[config.mk]
export PLATFORM = sky130hd
export DESIGN_NAME = postfix_text_stack_evaluator_flat
export DESIGN_NICKNAME = d
export VERILOG_FILES = /design/src/design/pste_pkg.sv /design/src/design/pste_if.sv /design/src/design/pste_ram.sv /design/src/design/pste_front.sv /design/src/design/pste_queue.sv /design/src/design/pste_back.sv /design/src/design/postfix_text_stack_evaluator.sv /design/src/flat_wrapper.sv
export VERILOG_INCLUDE_DIRS = /design/src /design/src/design
export SDC_FILE = /design/constraint.sdc
export NUM_CORES = 2
export LEC_CHECK = 0
export ABC_CLOCK_PERIOD_IN_PS = 8000
export BUFFER_PORTS_ARGS = -buffer_cell sky130_fd_sc_hd__buf_4
export CAP_MARGIN = 10
export CORE_ASPECT_RATIO = 1.5
export CORE_MARGIN = 5
export CORE_UTILIZATION = 30
export CTS_BUF_LIST = sky130_fd_sc_hd__clkbuf_2
export DETAILED_ROUTE_END_ITERATION = 8
export PLACE_DENSITY = 0.44
export SLEW_MARGIN = 30
export SYNTH_ARGS = -nofsm -noshare
export SYNTH_HDL_FRONTEND = slang
export SYNTH_HIERARCHICAL = 1
export SYNTH_SLANG_ARGS = --single-unit
[constraint.sdc]
create_clock -name clk -period 8 [get_ports clk]
set_input_delay 0.4 -clock clk [delete_from_list [all_inputs] [get_ports clk]]
set_output_delay 0.4 -clock clk [all_outputs]
set_load 0.02 [all_outputs]
[src/design/postfix_text_stack_evaluator_macros.svh]
// Assertion macros shared by the postfix text stack evaluator RTL.
`ifndef POSTFIX_TEXT_STACK_EVALUATOR_MACROS_SVH
`define POSTFIX_TEXT_STACK_EVALUATOR_MACROS_SVH

`ifndef ASSERT_OFF
// Same-cycle implication, disabled while reset is held.
`define PSTE_ASSERT_IMP(lbl, clk, rst_n, ante, cons) \
  lbl: assert property (@(posedge clk) disable iff (!rst_n) (ante) |-> (cons)) \
    else $error("assertion failed");
// Next-cycle implication, disabled while reset is held.
`define PSTE_ASSERT_NEXT(lbl, clk, rst_n, ante, cons) \
  lbl: assert property (@(posedge clk) disable iff (!rst_n) (ante) |=> (cons)) \
    else $error("assertion failed");
`else
`define PSTE_ASSERT_IMP(lbl, clk, rst_n, ante, cons)
`define PSTE_ASSERT_NEXT(lbl, clk, rst_n, ante, cons)
`endif

`endif

[src/design/pste_pkg.sv]
// Shared types and constants of the postfix text stack evaluator.
`default_nettype none

package pste_pkg;

  // Report status codes.
  localparam logic [2:0] ST_OK      = 3'd0;
  localparam logic [2:0] ST_SYNTAX  = 3'd1;
  localparam logic [2:0] ST_UNKNOWN = 3'd2;
  localparam logic [2:0] ST_UNDER   = 3'd3;
  localparam logic [2:0] ST_OVER    = 3'd4;

  // Command queue between tokenizer and executor.
  localparam int QUEUE_DEPTH = 4;
  localparam int QUEUE_AW    = $clog2(QUEUE_DEPTH);

  typedef enum logic [1:0] {
    K_NONE,
    K_PUSH,
    K_OP
  } kind_t;

  typedef enum logic [1:0] {
    OP_ADD,
    OP_SUB,
    OP_MUL,
    OP_UNKNOWN
  } op_t;

  typedef struct packed {
    kind_t       kind;
    op_t         op;
    logic [31:0] value;
    logic        eot;
    logic        syntax;
  } pste_cmd_t;

endpackage

`default_nettype wire

[src/design/pste_if.sv]
// Valid/ready channel interfaces for text input beats and report beats.
`default_nettype none

interface pste_in_if;
  logic       valid;
  logic       ready;
  logic       action;
  logic [7:0] text_byte;

  modport source (output valid, output action, output text_byte, input ready);
  modport sink (input valid, input action, input text_byte, output ready);
endinterface

interface pste_out_if;
  logic               valid;
  logic               ready;
  logic [2:0]         status;
  logic               entry_valid;
  logic signed [31:0] value;
  logic               last;

  modport source (output valid, output status, output entry_valid, output value,
                  output last, input ready);
  modport sink (input valid, input status, input entry_valid, input value,
                input last, output ready);
endinterface

`default_nettype wire

[src/design/pste_ram.sv]
// Generic single-write, single-read RAM with registered read data.
`default_nettype none

module pste_ram #(
  parameter int WIDTH = 32,
  parameter int DEPTH = 16
) (
  input  wire logic                     clk,
  input  wire logic                     we,
  input  wire logic [$clog2(DEPTH)-1:0] waddr,
  input  wire logic [WIDTH-1:0]         wdata,
  input  wire logic [$clog2(DEPTH)-1:0] raddr,
  output logic      [WIDTH-1:0]         rdata
);

  logic [WIDTH-1:0] mem [DEPTH];

  always_ff @(posedge clk) begin
    if (we) begin
      mem[waddr] <= wdata;
    end
    rdata <= mem[raddr];
  end

endmodule

`default_nettype wire

[src/design/pste_front.sv]
// Tokenizer: classifies text bytes and emits push, operator and end commands.
`default_nettype none

module pste_front #(
  parameter int MAX_TOKEN_LEN = 128
) (
  input  wire logic              clk,
  input  wire logic              rst_n,
  pste_in_if.sink                in_ch,
  input  wire logic              q_full,
  output logic                   q_push,
  output pste_pkg::pste_cmd_t    q_cmd
);

  import pste_pkg::*;

  localparam logic [7:0] CH_PLUS  = 8'h2B;
  localparam logic [7:0] CH_MINUS = 8'h2D;
  localparam logic [7:0] CH_STAR  = 8'h2A;
  localparam logic [7:0] CH_SLASH = 8'h2F;
  localparam logic [7:0] CH_PCT   = 8'h25;
  localparam logic [7:0] CH_SPACE = 8'h20;

  typedef enum logic [1:0] {
    M_IDLE,
    M_NUM,
    M_WORD,
    M_MINUS
  } mode_t;

  mode_t       mode_r, mode_nxt;
  logic [31:0] acc_r, acc_nxt;
  logic        neg_r, neg_nxt;
  logic [7:0]  len_r, len_nxt;
  logic [7:0]  first_r, first_nxt;
  logic        syn_r, syn_nxt;

  logic        beat;
  logic [7:0]  ch;
  logic        is_dig, is_sym, is_spc;
  logic        cont;
  logic [7:0]  len_grow;
  logic [31:0] acc_base, acc_dig;
  logic        len_hit;
  pste_cmd_t   close_cmd;
  pste_cmd_t   cmd;
  logic        emit;

  assign in_ch.ready = !q_full;
  assign beat        = in_ch.valid && in_ch.ready;
  assign ch          = in_ch.text_byte;

  always_comb begin
    is_dig = ch inside {[8'h30:8'h39]};
    is_sym = ch inside {[8'h41:8'h5A], [8'h61:8'h7A], CH_PLUS, CH_MINUS, CH_STAR,
                        CH_SLASH, CH_PCT};
    is_spc = ch inside {CH_SPACE, [8'h09:8'h0D]};
  end

  // The low nibble of an ASCII digit is its value.
  assign len_grow = (len_r == 8'hFF) ? len_r : len_r + 8'd1;
  assign acc_base = (mode_r == M_NUM) ? acc_r : 32'd0;
  assign acc_dig  = (acc_base << 3) + (acc_base << 1) + {28'd0, ch[3:0]};
  assign len_hit  = ({1'b0, len_r} + 9'd1) >= 9'(MAX_TOKEN_LEN);

  // Command that completes the token in progress.
  always_comb begin
    close_cmd        = '0;
    close_cmd.kind   = K_NONE;
    close_cmd.op     = OP_UNKNOWN;
    close_cmd.value  = neg_r ? (32'd0 - acc_r) : acc_r;
    if (mode_r == M_NUM) begin
      close_cmd.kind = K_PUSH;
    end else if (mode_r != M_IDLE) begin
      close_cmd.kind = K_OP;
      if (len_r == 8'd1) begin
        if (first_r == CH_PLUS) begin
          close_cmd.op = OP_ADD;
        end else if (first_r == CH_MINUS) begin
          close_cmd.op = OP_SUB;
        end else if (first_r == CH_STAR) begin
          close_cmd.op = OP_MUL;
        end
      end
    end
  end

  always_comb begin
    mode_nxt  = mode_r;
    acc_nxt   = acc_r;
    neg_nxt   = neg_r;
    len_nxt   = len_r;
    first_nxt = first_r;
    syn_nxt   = syn_r;
    cmd       = close_cmd;
    emit      = 1'b0;
    cont      = 1'b0;
    if (beat) begin
      if (!in_ch.action) begin
        case (mode_r)
          M_NUM:   cont = is_dig;
          M_MINUS: cont = is_dig || is_sym;
          M_WORD:  cont = is_sym;
          default: cont = 1'b0;
        endcase
        if (cont) begin
          if (is_dig) begin
            mode_nxt = M_NUM;
            neg_nxt  = (mode_r == M_MINUS) ? 1'b1 : neg_r;
            acc_nxt  = acc_dig;
            len_nxt  = len_grow;
            if (len_hit) begin
              syn_nxt = 1'b1;
            end
          end else begin
            mode_nxt = M_WORD;
            len_nxt  = len_grow;
          end
        end else begin
          // Close the pending token, then open a new one with this byte.
          emit     = (close_cmd.kind != K_NONE) && !syn_r;
          mode_nxt = M_IDLE;
          if (!is_spc) begin
            len_nxt = 8'd1;
            if (is_dig) begin
              mode_nxt = M_NUM;
              acc_nxt  = {28'd0, ch[3:0]};
              neg_nxt  = 1'b0;
            end else if (ch == CH_MINUS) begin
              mode_nxt  = M_MINUS;
              first_nxt = ch;
            end else if (is_sym) begin
              mode_nxt  = M_WORD;
              first_nxt = ch;
            end else begin
              len_nxt = 8'd0;
              syn_nxt = 1'b1;
            end
          end
        end
      end else begin
        // End of text: finish the pending token and request the report.
        if (syn_r) begin
          cmd.kind = K_NONE;
        end
        cmd.eot    = 1'b1;
        cmd.syntax = syn_r;
        emit       = 1'b1;
        mode_nxt   = M_IDLE;
        syn_nxt    = 1'b0;
        acc_nxt    = 32'd0;
        neg_nxt    = 1'b0;
        len_nxt    = 8'd0;
        first_nxt  = 8'd0;
      end
    end
  end

  assign q_push = beat && emit;
  assign q_cmd  = cmd;

  always_ff @(posedge clk) begin
    if (!rst_n) begin
      mode_r <= M_IDLE;
      syn_r  <= 1'b0;
    end else begin
      mode_r <= mode_nxt;
      syn_r  <= syn_nxt;
    end
    acc_r   <= acc_nxt;
    neg_r   <= neg_nxt;
    len_r   <= len_nxt;
    first_r <= first_nxt;
  end

endmodule

`default_nettype wire

[src/design/pste_queue.sv]
// Small command queue that decouples the tokenizer from the executor.
`default_nettype none
`include "postfix_text_stack_evaluator_macros.svh"

module pste_queue (
  input  wire logic                 clk,
  input  wire logic                 rst_n,
  input  wire logic                 push,
  input  wire pste_pkg::pste_cmd_t  din,
  output logic                      full,
  input  wire logic                 pop,
  output pste_pkg::pste_cmd_t       dout,
  output logic                      empty
);

  import pste_pkg::*;

  pste_cmd_t             slot_r [QUEUE_DEPTH];
  logic [QUEUE_AW-1:0]   wr_ptr_r, rd_ptr_r;
  logic [QUEUE_AW:0]     cnt_r, cnt_nxt;

  assign full  = cnt_r == (QUEUE_AW + 1)'(QUEUE_DEPTH);
  assign empty = cnt_r == '0;
  assign dout  = slot_r[rd_ptr_r];

  always_comb begin
    cnt_nxt = cnt_r;
    if (push && !pop) begin
      cnt_nxt = cnt_r + 1'b1;
    end else if (pop && !push) begin
      cnt_nxt = cnt_r - 1'b1;
    end
  end

  always_ff @(posedge clk) begin
    if (!rst_n) begin
      wr_ptr_r <= '0;
      rd_ptr_r <= '0;
      cnt_r    <= '0;
    end else begin
      cnt_r <= cnt_nxt;
      if (push) begin
        wr_ptr_r <= wr_ptr_r + 1'b1;
      end
      if (pop) begin
        rd_ptr_r <= rd_ptr_r + 1'b1;
      end
    end
    if (push) begin
      slot_r[wr_ptr_r] <= din;
    end
  end

  `PSTE_ASSERT_IMP(a_no_push_full, clk, rst_n, push, !full)
  `PSTE_ASSERT_IMP(a_no_pop_empty, clk, rst_n, pop, !empty)
  `PSTE_ASSERT_IMP(a_cnt_bound, clk, rst_n, 1'b1, cnt_r <= (QUEUE_AW + 1)'(QUEUE_DEPTH))

endmodule

`default_nettype wire

[src/design/pste_back.sv]
// Executor: runs commands on the stack and streams the end-of-text report.
`default_nettype none
`include "postfix_text_stack_evaluator_macros.svh"

module pste_back #(
  parameter int STACK_DEPTH = 16
) (
  input  wire logic                 clk,
  input  wire logic                 rst_n,
  input  wire logic                 cmd_valid,
  input  wire pste_pkg::pste_cmd_t  cmd,
  output logic                      cmd_pop,
  pste_out_if.source                out_ch
);

  import pste_pkg::*;

  localparam int CW = $clog2(STACK_DEPTH + 1);
  localparam int AW = $clog2(STACK_DEPTH);

  typedef enum logic [1:0] {
    S_RUN,
    S_PREP,
    S_EMIT
  } state_t;

  state_t      state_r, state_nxt;
  logic [CW-1:0] count_r, count_nxt;
  logic [CW-1:0] idx_r, idx_nxt;
  logic [2:0]  err_r, err_nxt;
  logic        syn_r, syn_nxt;
  logic [31:0] top_r, top_nxt;
  logic [31:0] sec_r, sec_nxt;
  logic        byp_r;
  logic [31:0] byp_data_r;

  logic        out_valid_r, out_valid_nxt;
  logic [2:0]  out_status_r, out_status_nxt;
  logic        out_ev_r, out_ev_nxt;
  logic [31:0] out_value_r, out_value_nxt;
  logic        out_last_r, out_last_nxt;

  logic          we;
  logic [AW-1:0] waddr, raddr;
  logic [CW-1:0] wslot, rslot;
  logic [31:0]   rdata, rdv, alu, sel;
  logic          out_free, is_last;

  // The two top entries live in registers; deeper entries live in the RAM.
  // While running, the entry below the second one is read every cycle so a pop finds it ready.
  pste_ram #(
    .WIDTH (32),
    .DEPTH (STACK_DEPTH)
  ) u_ram (
    .clk   (clk),
    .we    (we),
    .waddr (waddr),
    .wdata (sec_r),
    .raddr (raddr),
    .rdata (rdata)
  );

  assign rdv      = byp_r ? byp_data_r : rdata;
  assign wslot    = count_r - CW'(2);
  assign waddr    = wslot[AW-1:0];
  assign out_free = !out_valid_r || out_ch.ready;
  assign is_last  = (idx_r + CW'(1)) == count_r;

  always_comb begin
    case (cmd.op)
      OP_ADD:  alu = sec_r + top_r;
      OP_SUB:  alu = sec_r - top_r;
      default: alu = sec_r * top_r;
    endcase
  end

  always_comb begin
    if (({1'b0, idx_r} + (CW + 1)'(2)) < {1'b0, count_r}) begin
      sel = rdv;
    end else if (is_last) begin
      sel = top_r;
    end else begin
      sel = sec_r;
    end
  end

  always_comb begin
    state_nxt      = state_r;
    count_nxt      = count_r;
    idx_nxt        = idx_r;
    err_nxt        = err_r;
    syn_nxt        = syn_r;
    top_nxt        = top_r;
    sec_nxt        = sec_r;
    we             = 1'b0;
    cmd_pop        = 1'b0;
    out_valid_nxt  = out_valid_r && !out_ch.ready;
    out_status_nxt = out_status_r;
    out_ev_nxt     = out_ev_r;
    out_value_nxt  = out_value_r;
    out_last_nxt   = out_last_r;
    case (state_r)
      S_RUN: begin
        if (cmd_valid) begin
          cmd_pop = 1'b1;
          case (cmd.kind)
            K_PUSH: begin
              if (err_r == ST_OK) begin
                if (count_r == CW'(STACK_DEPTH)) begin
                  err_nxt = ST_OVER;
                end else begin
                  we        = count_r >= CW'(2);
                  sec_nxt   = top_r;
                  top_nxt   = cmd.value;
                  count_nxt = count_r + CW'(1);
                end
              end
            end
            K_OP: begin
              if (err_r == ST_OK) begin
                if (cmd.op == OP_UNKNOWN) begin
                  err_nxt = ST_UNKNOWN;
                end else if (count_r < CW'(2)) begin
                  err_nxt = ST_UNDER;
                end else begin
                  top_nxt   = alu;
                  sec_nxt   = rdv;
                  count_nxt = count_r - CW'(1);
                end
              end
            end
            default: ;
          endcase
          if (cmd.eot) begin
            state_nxt = S_PREP;
            syn_nxt   = cmd.syntax;
            idx_nxt   = '0;
          end
        end
      end
      S_PREP: begin
        state_nxt = S_EMIT;
      end
      S_EMIT: begin
        if (out_free) begin
          out_valid_nxt  = 1'b1;
          out_status_nxt = syn_r ? ST_SYNTAX : err_r;
          if (syn_r || (count_r == '0)) begin
            out_ev_nxt    = 1'b0;
            out_value_nxt = 32'd0;
            out_last_nxt  = 1'b1;
          end else begin
            out_ev_nxt    = 1'b1;
            out_value_nxt = sel;
            out_last_nxt  = is_last;
          end
          if (syn_r || (count_r == '0) || is_last) begin
            state_nxt = S_RUN;
            count_nxt = '0;
            err_nxt   = ST_OK;
            syn_nxt   = 1'b0;
            idx_nxt   = '0;
          end else begin
            idx_nxt = idx_r + CW'(1);
          end
        end
      end
      default: state_nxt = S_RUN;
    endcase
  end

  // Run mode reads the entry that would become second after a pop;
  // report mode walks the stack from the bottom.
  assign rslot = (state_nxt == S_RUN) ? (count_nxt - CW'(3)) : idx_nxt;
  assign raddr = rslot[AW-1:0];

  always_ff @(posedge clk) begin
    if (!rst_n) begin
      state_r     <= S_RUN;
      count_r     <= '0;
      idx_r       <= '0;
      err_r       <= ST_OK;
      syn_r       <= 1'b0;
      out_valid_r <= 1'b0;
      byp_r       <= 1'b0;
    end else begin
      state_r     <= state_nxt;
      count_r     <= count_nxt;
      idx_r       <= idx_nxt;
      err_r       <= err_nxt;
      syn_r       <= syn_nxt;
      out_valid_r <= out_valid_nxt;
      byp_r       <= we && (waddr == raddr);
    end
    top_r        <= top_nxt;
    sec_r        <= sec_nxt;
    byp_data_r   <= sec_r;
    out_status_r <= out_status_nxt;
    out_ev_r     <= out_ev_nxt;
    out_value_r  <= out_value_nxt;
    out_last_r   <= out_last_nxt;
  end

  assign out_ch.valid       = out_valid_r;
  assign out_ch.status      = out_status_r;
  assign out_ch.entry_valid = out_ev_r;
  assign out_ch.value       = $signed(out_value_r);
  assign out_ch.last        = out_last_r;

  `PSTE_ASSERT_IMP(a_count_bound, clk, rst_n, 1'b1, count_r <= CW'(STACK_DEPTH))
  `PSTE_ASSERT_NEXT(a_err_sticky, clk, rst_n, (state_r == S_RUN) && (err_r != ST_OK), err_r == $past(err_r))
  `PSTE_ASSERT_NEXT(a_prep_hold, clk, rst_n, state_r == S_PREP, $stable(count_r) && (state_r == S_EMIT))

endmodule

`default_nettype wire

[src/design/postfix_text_stack_evaluator.sv]
// Top level of the postfix text stack evaluator: tokenizer, command queue, executor.
// Throughput is one text beat per cycle; input stalls only while the four-entry
// command queue is full, which happens while an end-of-text report streams out.
// An end-of-text beat passes the queue, execute, RAM read setup and output register
// steps before its first report beat, then one beat per cycle while ready is high.
// Reset is synchronous and active low; it clears control state but not the stack RAM.
`default_nettype none

module postfix_text_stack_evaluator #(
  parameter int STACK_DEPTH   = 16,
  parameter int MAX_TOKEN_LEN = 128
) (
  input  wire logic  clk,
  input  wire logic  rst_n,
  pste_in_if.sink    in_ch,
  pste_out_if.source out_ch
);

  import pste_pkg::*;

  // Tokenizer to queue.
  logic      q_push;
  logic      q_full;
  pste_cmd_t q_din;

  // Queue to executor.
  logic      q_pop;
  logic      q_empty;
  pste_cmd_t q_dout;

  // The tokenizer sees each text beat once. A token is closed by the byte
  // after it, so a command for it is queued in the cycle that byte arrives.
  // End of text closes any pending token and asks for the report in the
  // same command.
  pste_front #(
    .MAX_TOKEN_LEN (MAX_TOKEN_LEN)
  ) u_front (
    .clk    (clk),
    .rst_n  (rst_n),
    .in_ch  (in_ch),
    .q_full (q_full),
    .q_push (q_push),
    .q_cmd  (q_din)
  );

  // The queue lets the tokenizer keep taking text while the executor is
  // busy streaming a report.
  pste_queue u_queue (
    .clk   (clk),
    .rst_n (rst_n),
    .push  (q_push),
    .din   (q_din),
    .full  (q_full),
    .pop   (q_pop),
    .dout  (q_dout),
    .empty (q_empty)
  );

  // The executor does one push or one arithmetic word per cycle outside a report. The stack
  // keeps its two top entries in registers and the rest in a RAM. At end of
  // text it sends the status and the stack bottom first, then clears itself.
  pste_back #(
    .STACK_DEPTH (STACK_DEPTH)
  ) u_back (
    .clk       (clk),
    .rst_n     (rst_n),
    .cmd_valid (!q_empty),
    .cmd       (q_dout),
    .cmd_pop   (q_pop),
    .out_ch    (out_ch)
  );

endmodule

`default_nettype wire

[src/flat_wrapper.sv]
// flat-port wrapper written by rule: the top's interface ports become plain ports
module postfix_text_stack_evaluator_flat import pste_pkg::*;
#(
  parameter int STACK_DEPTH   = 16,
  parameter int MAX_TOKEN_LEN = 128
)
  (clk, rst_n, in_ch_valid, in_ch_action, in_ch_text_byte, in_ch_ready, out_ch_valid, out_ch_status, out_ch_entry_valid, out_ch_value, out_ch_last, out_ch_ready);
  pste_in_if in_ch_i ();
  pste_out_if out_ch_i ();
  input  wire logic clk;
  input  wire logic rst_n;
  input wire logic [$bits(in_ch_i.valid)-1:0] in_ch_valid;
  input wire logic [$bits(in_ch_i.action)-1:0] in_ch_action;
  input wire logic [$bits(in_ch_i.text_byte)-1:0] in_ch_text_byte;
  output wire logic [$bits(in_ch_i.ready)-1:0] in_ch_ready;
  output wire logic [$bits(out_ch_i.valid)-1:0] out_ch_valid;
  output wire logic [$bits(out_ch_i.status)-1:0] out_ch_status;
  output wire logic [$bits(out_ch_i.entry_valid)-1:0] out_ch_entry_valid;
  output wire logic [$bits(out_ch_i.value)-1:0] out_ch_value;
  output wire logic [$bits(out_ch_i.last)-1:0] out_ch_last;
  input wire logic [$bits(out_ch_i.ready)-1:0] out_ch_ready;
  assign in_ch_i.valid = in_ch_valid;
  assign in_ch_i.action = in_ch_action;
  assign in_ch_i.text_byte = in_ch_text_byte;
  assign in_ch_ready = in_ch_i.ready;
  assign out_ch_valid = out_ch_i.valid;
  assign out_ch_status = out_ch_i.status;
  assign out_ch_entry_valid = out_ch_i.entry_valid;
  assign out_ch_value = out_ch_i.value;
  assign out_ch_last = out_ch_i.last;
  assign out_ch_i.ready = out_ch_ready;
  postfix_text_stack_evaluator #(.STACK_DEPTH(STACK_DEPTH), .MAX_TOKEN_LEN(MAX_TOKEN_LEN)) u_core (.clk(clk), .rst_n(rst_n), .in_ch(in_ch_i), .out_ch(out_ch_i));
endmodule
### After elaboration in Yosys (flattened, before gate mapping)

Memory sizes are Yosys's and may differ from the RTL's. A register that Yosys moved wholly into a read port is not among the register bits.
Cells that the tools add are included.

| storage, ports and cells | value |
|---|---|
| output and inout port bits | 39 |
| memories | 2 |
| flip-flop bits (word level) | 210 |
| memory bits (writable) | 664 |
| input bits | 13 |
| word-level logic and storage cells | 275 |

| cells by class | value |
|---|---|
| reductions and logical operators | 45 |
| muxes and demuxes | 125 |
| bitwise logic cells | 1 |
| equal/unequal tests | 49 |
| $add $sub $neg | 17 |
| $lt $le $gt $ge | 12 |
| multiply operators | 1 |

Memories:

| name | depth | width | read ports | clocked after memory_dff | wr ports | RTL line | source |
|---|---|---|---|---|---|---|---|
| u_core.u_back.u_ram.mem | 16 | 32 | 1 | 1 | 1 | pste_ram.sv:16 | `logic [WIDTH-1:0] mem [DEPTH];` |
| u_core.u_queue.slot_r | 4 | 38 | 1 | 1 | 1 | pste_queue.sv:18 | `pste_cmd_t slot_r [QUEUE_DEPTH];` |

Operator list:

| cell | count |
|---|---|
| $mux 32 | 18 |
| $pmux 32 s2 | 3 |
| $eq 8x6->1 const B | 9 |
| $add 32x32->32 | 2 |
| $mux 8 | 8 |
| $mux 5 | 12 |
| $mux 2 | 23 |
| $mux 1 | 40 |
| $add 32x4->32 | 1 |
| $mul 32x32->32 | 1 |
| $sub 1x32->32 const A | 1 |
| $sub 32x32->32 | 1 |
| $mux 31 | 1 |
| $mux 3 | 10 |
| $pmux 5 s2 | 3 |
| $ne 2x2->1 const B | 11 |
| $ne 3x3->1 const B | 6 |
| $ge 8x7->1 const B | 2 |
| $le 8x7->1 const B | 2 |
| $reduce_and 5->1 | 3 |
| $pmux 3 s2 | 2 |
| $reduce_bool 2->1 | 6 |
| $logic_and 1x1->1 | 11 |
| $add 5x1->5 const B | 2 |
| 47 further kinds | 72 |

### Depth between registers and ports, before layout

| depth | value |
|---|---|
| word-level depth | 17 |
| gate-level depth with buffers | 30 |
| mapped depth without buffers | 28 |

### By module

Netlist, hierarchy kept.

By module, submodules not included:

| module | cells an instance | times used | sequential area each (um^2) | area an instance (um^2) |
|---|---|---|---|---|
| pste_back | 2848 | 1 | 4033.9 | 25488.2 |
| pste_ram | 838 | 1 | 16015.4 | 19835.3 |
| pste_queue | 241 | 1 | 4744.6 | 5943.2 |
| pste_front | 581 | 1 | 1531.5 | 5178.7 |
| postfix_text_stack_evaluator | 1 | 1 | 0.0 | 3.8 |

### Worst setup path after synthesis

Ideal clock, no wire load.

| timing | value |
|---|---|
| path type | reg-to-reg |
| start | reg u_core.u_back.sec_r[13] |
| end | reg u_core.u_back.top_r[31], data pin |
| clock period less this slack | 7.697 ns |
| setup time | 0.152 ns |
| required time | 7.848 ns |
| setup slack | 0.303 ns |
| stages on the path, launching flop included | 28 |
| path buffers | 2 |
| arrival time | 7.546 ns |
| cell sequence | edfxtp_1 > clkbuf_1 > clkbuf_1 > and2_1 > fa_1 > fa_1 > fa_1 > inv_1 > fa_1 > inv_1 > fa_1 > inv_1 > fa_1 > inv_1 > fa_1 > inv_1 > fa_1 > inv_1 > ha_1 > a21o_1 > a21o_1 > a221oi_1 > a21oi_1 > o41a_1 > a41oi_1 > xnor2_1 > nand2_1 > a31oi_1 |

| between the ends | value |
|---|---|
| cells in the longest elaborated chain, start to end | 6 |
| elaborated cells between the ends (all ways) | 8 |
| classes of those cells | add/sub (2); mul (1); mux (5) |

RTL lines:

| what | RTL line | source |
|---|---|---|
| from (decl) | pste_back.sv:33 | `logic [31:0] sec_r, sec_nxt;` |
| from (signal assigned) | pste_back.sv:196 | `sec_r <= sec_nxt;` |
| $mul 32x32->32, or another cell as far along | pste_back.sv:73 | `default: alu = sec_r * top_r;` |
| $pmux 32 s2 * | pste_back.sv:70 | `case (cmd.op)` |
| $mux 32 * | pste_back.sv:123 | `end else if (count_r < CW'(2)) begin` |
| $mux 32 * | pste_back.sv:121 | `if (cmd.op == OP_UNKNOWN) begin` |
| $mux 32 * | pste_back.sv:120 | `if (err_r == ST_OK) begin` |
| $pmux 32 s2 * | pste_back.sv:106 | `case (cmd.kind)` |
| to (signal assigned) | pste_back.sv:195 | `top_r <= top_nxt;` |
| to (decl) | pste_back.sv:32 | `logic [31:0] top_r, top_nxt;` |

Mark *: on every way between the ends. The rest lies on a longest branch, timed or not. The select of a mux whose other input is x is not followed.
A chain may end at the register's enable or synchronous reset.

### Worst setup path in the final report

| timing | value |
|---|---|
| start | reg u_core.u_back.top_r[4] |
| end | reg u_core.u_back.top_r[22], data pin |

| between the ends | value |
|---|---|
| cells in the longest elaborated chain, start to end | 6 |
| elaborated cells between the ends (all ways) | 8 |
| classes of those cells | add/sub (2); mul (1); mux (5) |

RTL lines:

| what | RTL line |
|---|---|
| $mul 32x32->32, or another cell as far along | pste_back.sv:73 |
| $pmux 32 s2 * | pste_back.sv:70 |
| $mux 32 * | pste_back.sv:123 |
| $mux 32 * | pste_back.sv:121 |
| $mux 32 * | pste_back.sv:120 |
| $pmux 32 s2 * | pste_back.sv:106 |

Marked as above.

==> results_dict.tcl <==
set metrics [dict create \
    antenna_found_initial 5 \
    ys_warn_count 6 \
    cts_max_path_buffers 3 \
    first_iter_violations 1948 \
    worstHoldStart "in_ch_text_byte[2]" \
    clk_pin_slew_ns 0.11 \
    crit_family "adder cells" \
    fin_nets 5435 \
    cap_violations 0 \
    synth-edff-count 814 \
    path_depth 26 \
    fin_skew_ns 0.132 \
    cp-end-kind "flop" \
    tightest_slew_ns 0.988 \
    postSynthCellCount 4509 \
    setup_viol 0 \
    grt_pass1_vias 39700 \
    rows 195 \
    grt_use_total_pct 17.6 \
    io_pins 52 \
    grt_pass1_wl_um 258000 \
    cts_tree "done" \
    synth_area_leaders "edfxtp_1, fa_1, mux4_2" \
    drive_gt1_share_pct 17.5 \
    ys_seq_area_share_pct 46.6 \
    cpMaxStageDelayCell "fa_1" \
    start_util_pct 30.1 \
    die_w_um 364 \
    rsz0062_at_grt "false" \
    synthDistinctLibCells 90 \
    critPathLaunchType "flop" \
    synth_top_cell_by_area "edfxtp_1" \
    whs_ns 0.384 \
    dieHeight_um 541 \
    avgSynthCellArea_um2 12.5 \
    hold_violations 0 \
    fin_cells 7426 \
    worst_r2r_path_depth 26 \
    maxSlewViolCount 0 \
    synth_top_area_share_pct 43.3 \
    fin_crit_ns 7.75 \
    die_area_um2 197000 \
    layout_commonest_cell "edfxtp_1" \
    whs_path_depth 6 \
    synth_seq_cells 908 \
    fmax_mhz 129 \
    dr.pass1.iters 5 \
    reg2reg_from "u_core/u_back/top_r[4]" \
    vias 35900 \
    postRouteAntennaNets 0 \
    tns_ns 0 \
    worst_hold_path.endpoint "u_core/u_front/len_r[0]" \
    clock_sinks 908 \
    netlist_area_um2 56400 \
    worst_ep_required_time_ns 9.25 \
    viasPerCell 4.83 \
    wire_per_inst_um 23.1 \
    place_hpwl_um 121000 \
    path_class "flop to flop" \
    grt_max_degree 79 \
    cp_max_fo 18 \
    clk_latency_ns 1.65 \
    max_slew_margin_pct 34.1 \
    most-common-layout-cells "edfxtp_1, inv_1, fa_1, nand2_1, and2_1" \
    critPathArrivalTime_ns 9.01 \
    areaGrowthSynthToFinish_pct 12.1 \
    gp_congestion 0.859 \
    drc 0 \
    rrSetupSlack_ns 0.25 \
    cts_buffers 226 \
    synthFlopType "edfxtp_1" \
    syn_nets 5172 \
    core_area_um2 188000 \
    wirelength_um 172000 \
    synthArstFlopShare_pct 0 \
    post-route-period-util_pct 96.9 \
    crit_top_cell "fa_1" \
    status "completed" \
    reg2reg_to "u_core/u_back/top_r[22]" \
    cts-root-buf "clkbuf_2" \
    port_buffers 51 \
    min_path_type "primary input to flop" \
    placed_cells 6963 \
    slowest_delay_ns 0.58 \
    htreeDepth 4 \
    grt_remaining_overflow 0 \
    crit_buf_inv 8 \
]
-- layer usage --
layer | GRT usage [%] | vias up | wire [um]
li1 | - | 16300 | -
met1 | 20.3 | 18500 | 67600
met2 | 33.5 | 831 | 93200
met3 | 2.34 | 287 | 6190
met4 | 5.51 | 0 | 4710
met5 | 0 | - | 0
-- flip-flops by register name (all words and copies together) (netlist names), 32 cells and up, named ones only --
signal / cells
u_core/u_back/u_ram/mem: 512
u_core/u_front/acc_r: 32
u_core/u_back/out_ch.value: 32
u_core/u_back/u_ram/rdata: 32
u_core/u_back/sec_r: 32
u_core/u_queue/slot_r: 152
u_core/u_back/top_r: 32
u_core/u_back/byp_data_r: 32
-- final cells by class --
cell class / instances / area, um2
diodes: 3 / 7.51
clock buffers: 326 / 1630
clock inverters: 91 / 607
fillers: 18700 / 124000
inverters: 485 / 1820
multi-input cells: 2880 / 27500
flip-flops and latches: 908 / 26300
well taps: 2462 / 3080
repair buffers: 271 / 2250
-- worst min-delay path: cells and delay by family --
family          cells  cell delay, ns
simple gates        1            0.10
mux                 1            0.28
compound gates      2            0.31
buf+inv             2            0.70
-- per-stage QoR --
stage | instance area [um2] | utilization [%] | worst slack [ns]
after detailed placement | 60500 | 32.3 | 0.0382
final | 63300 | 33.7 | 0.247
after global routing | 63300 | 33.7 | 0.0163
after floorplan | 56400 | - | 0.303
after CTS | 63200 | 33.7 | 0.0344
after global placement | 60500 | 32.3 | 0.111
-- synth_stat cells (all sizes together) (34+ instances only) --
library cell  count
nor2b            35
nand3            39
a22oi            66
xnor2           150
o21ai            98
edfxtp          814
a21oi           181
dfxtp            94
mux2             34
nor3             42
ha              238
inv             485
mux4            166
a21o             34
nor2            274
clkbuf          189
xor2             59
nand2           353
buf              47
and2            356
mux2i            46
fa              412
-- kinds of logic after synthesis --
| group | count (synthesis) | share of synthesized area (%) |
|---|---|---|
| buf+inv | 721 | 4.99 |
| simple gates | 1224 | 10.8 |
| xor+xnor | 210 | 3.30 |
| flops | 908 | 46.6 |
| fa+ha+maj | 650 | 19.9 |
| mux | 246 | 8.12 |
| compound gates | 550 | 6.28 |
-- repair_timing --
action,CTS,global route
hold buffers,42,0
buffers inserted,0,1
setup endpoints to repair,0,7
gates resized for setup,0,12
endpoints found under the hold margin,295,0
-- how the worst max path moves through the flow --
stage	start	slack, ns	end
finish	u_core/u_back/top_r[4]	0.25	u_core/u_back/top_r[22]
global route	u_core/u_back/sec_r[15]	0.02	u_core/u_back/top_r[30]
CTS	u_core/u_back/top_r[4]	0.03	u_core/u_back/top_r[30]
detailed placement	u_core/u_back/top_r[4]	0.04	u_core/u_back/top_r[30]
global placement	u_core/u_back/top_r[4]	0.11	u_core/u_back/top_r[30]
floorplan	u_core/u_back/sec_r[13]	0.30	u_core/u_back/top_r[31]
Power is left out: the tool's default activity adds up to more than one toggle a clock period on the data nets, which glitch-free logic cannot reach.
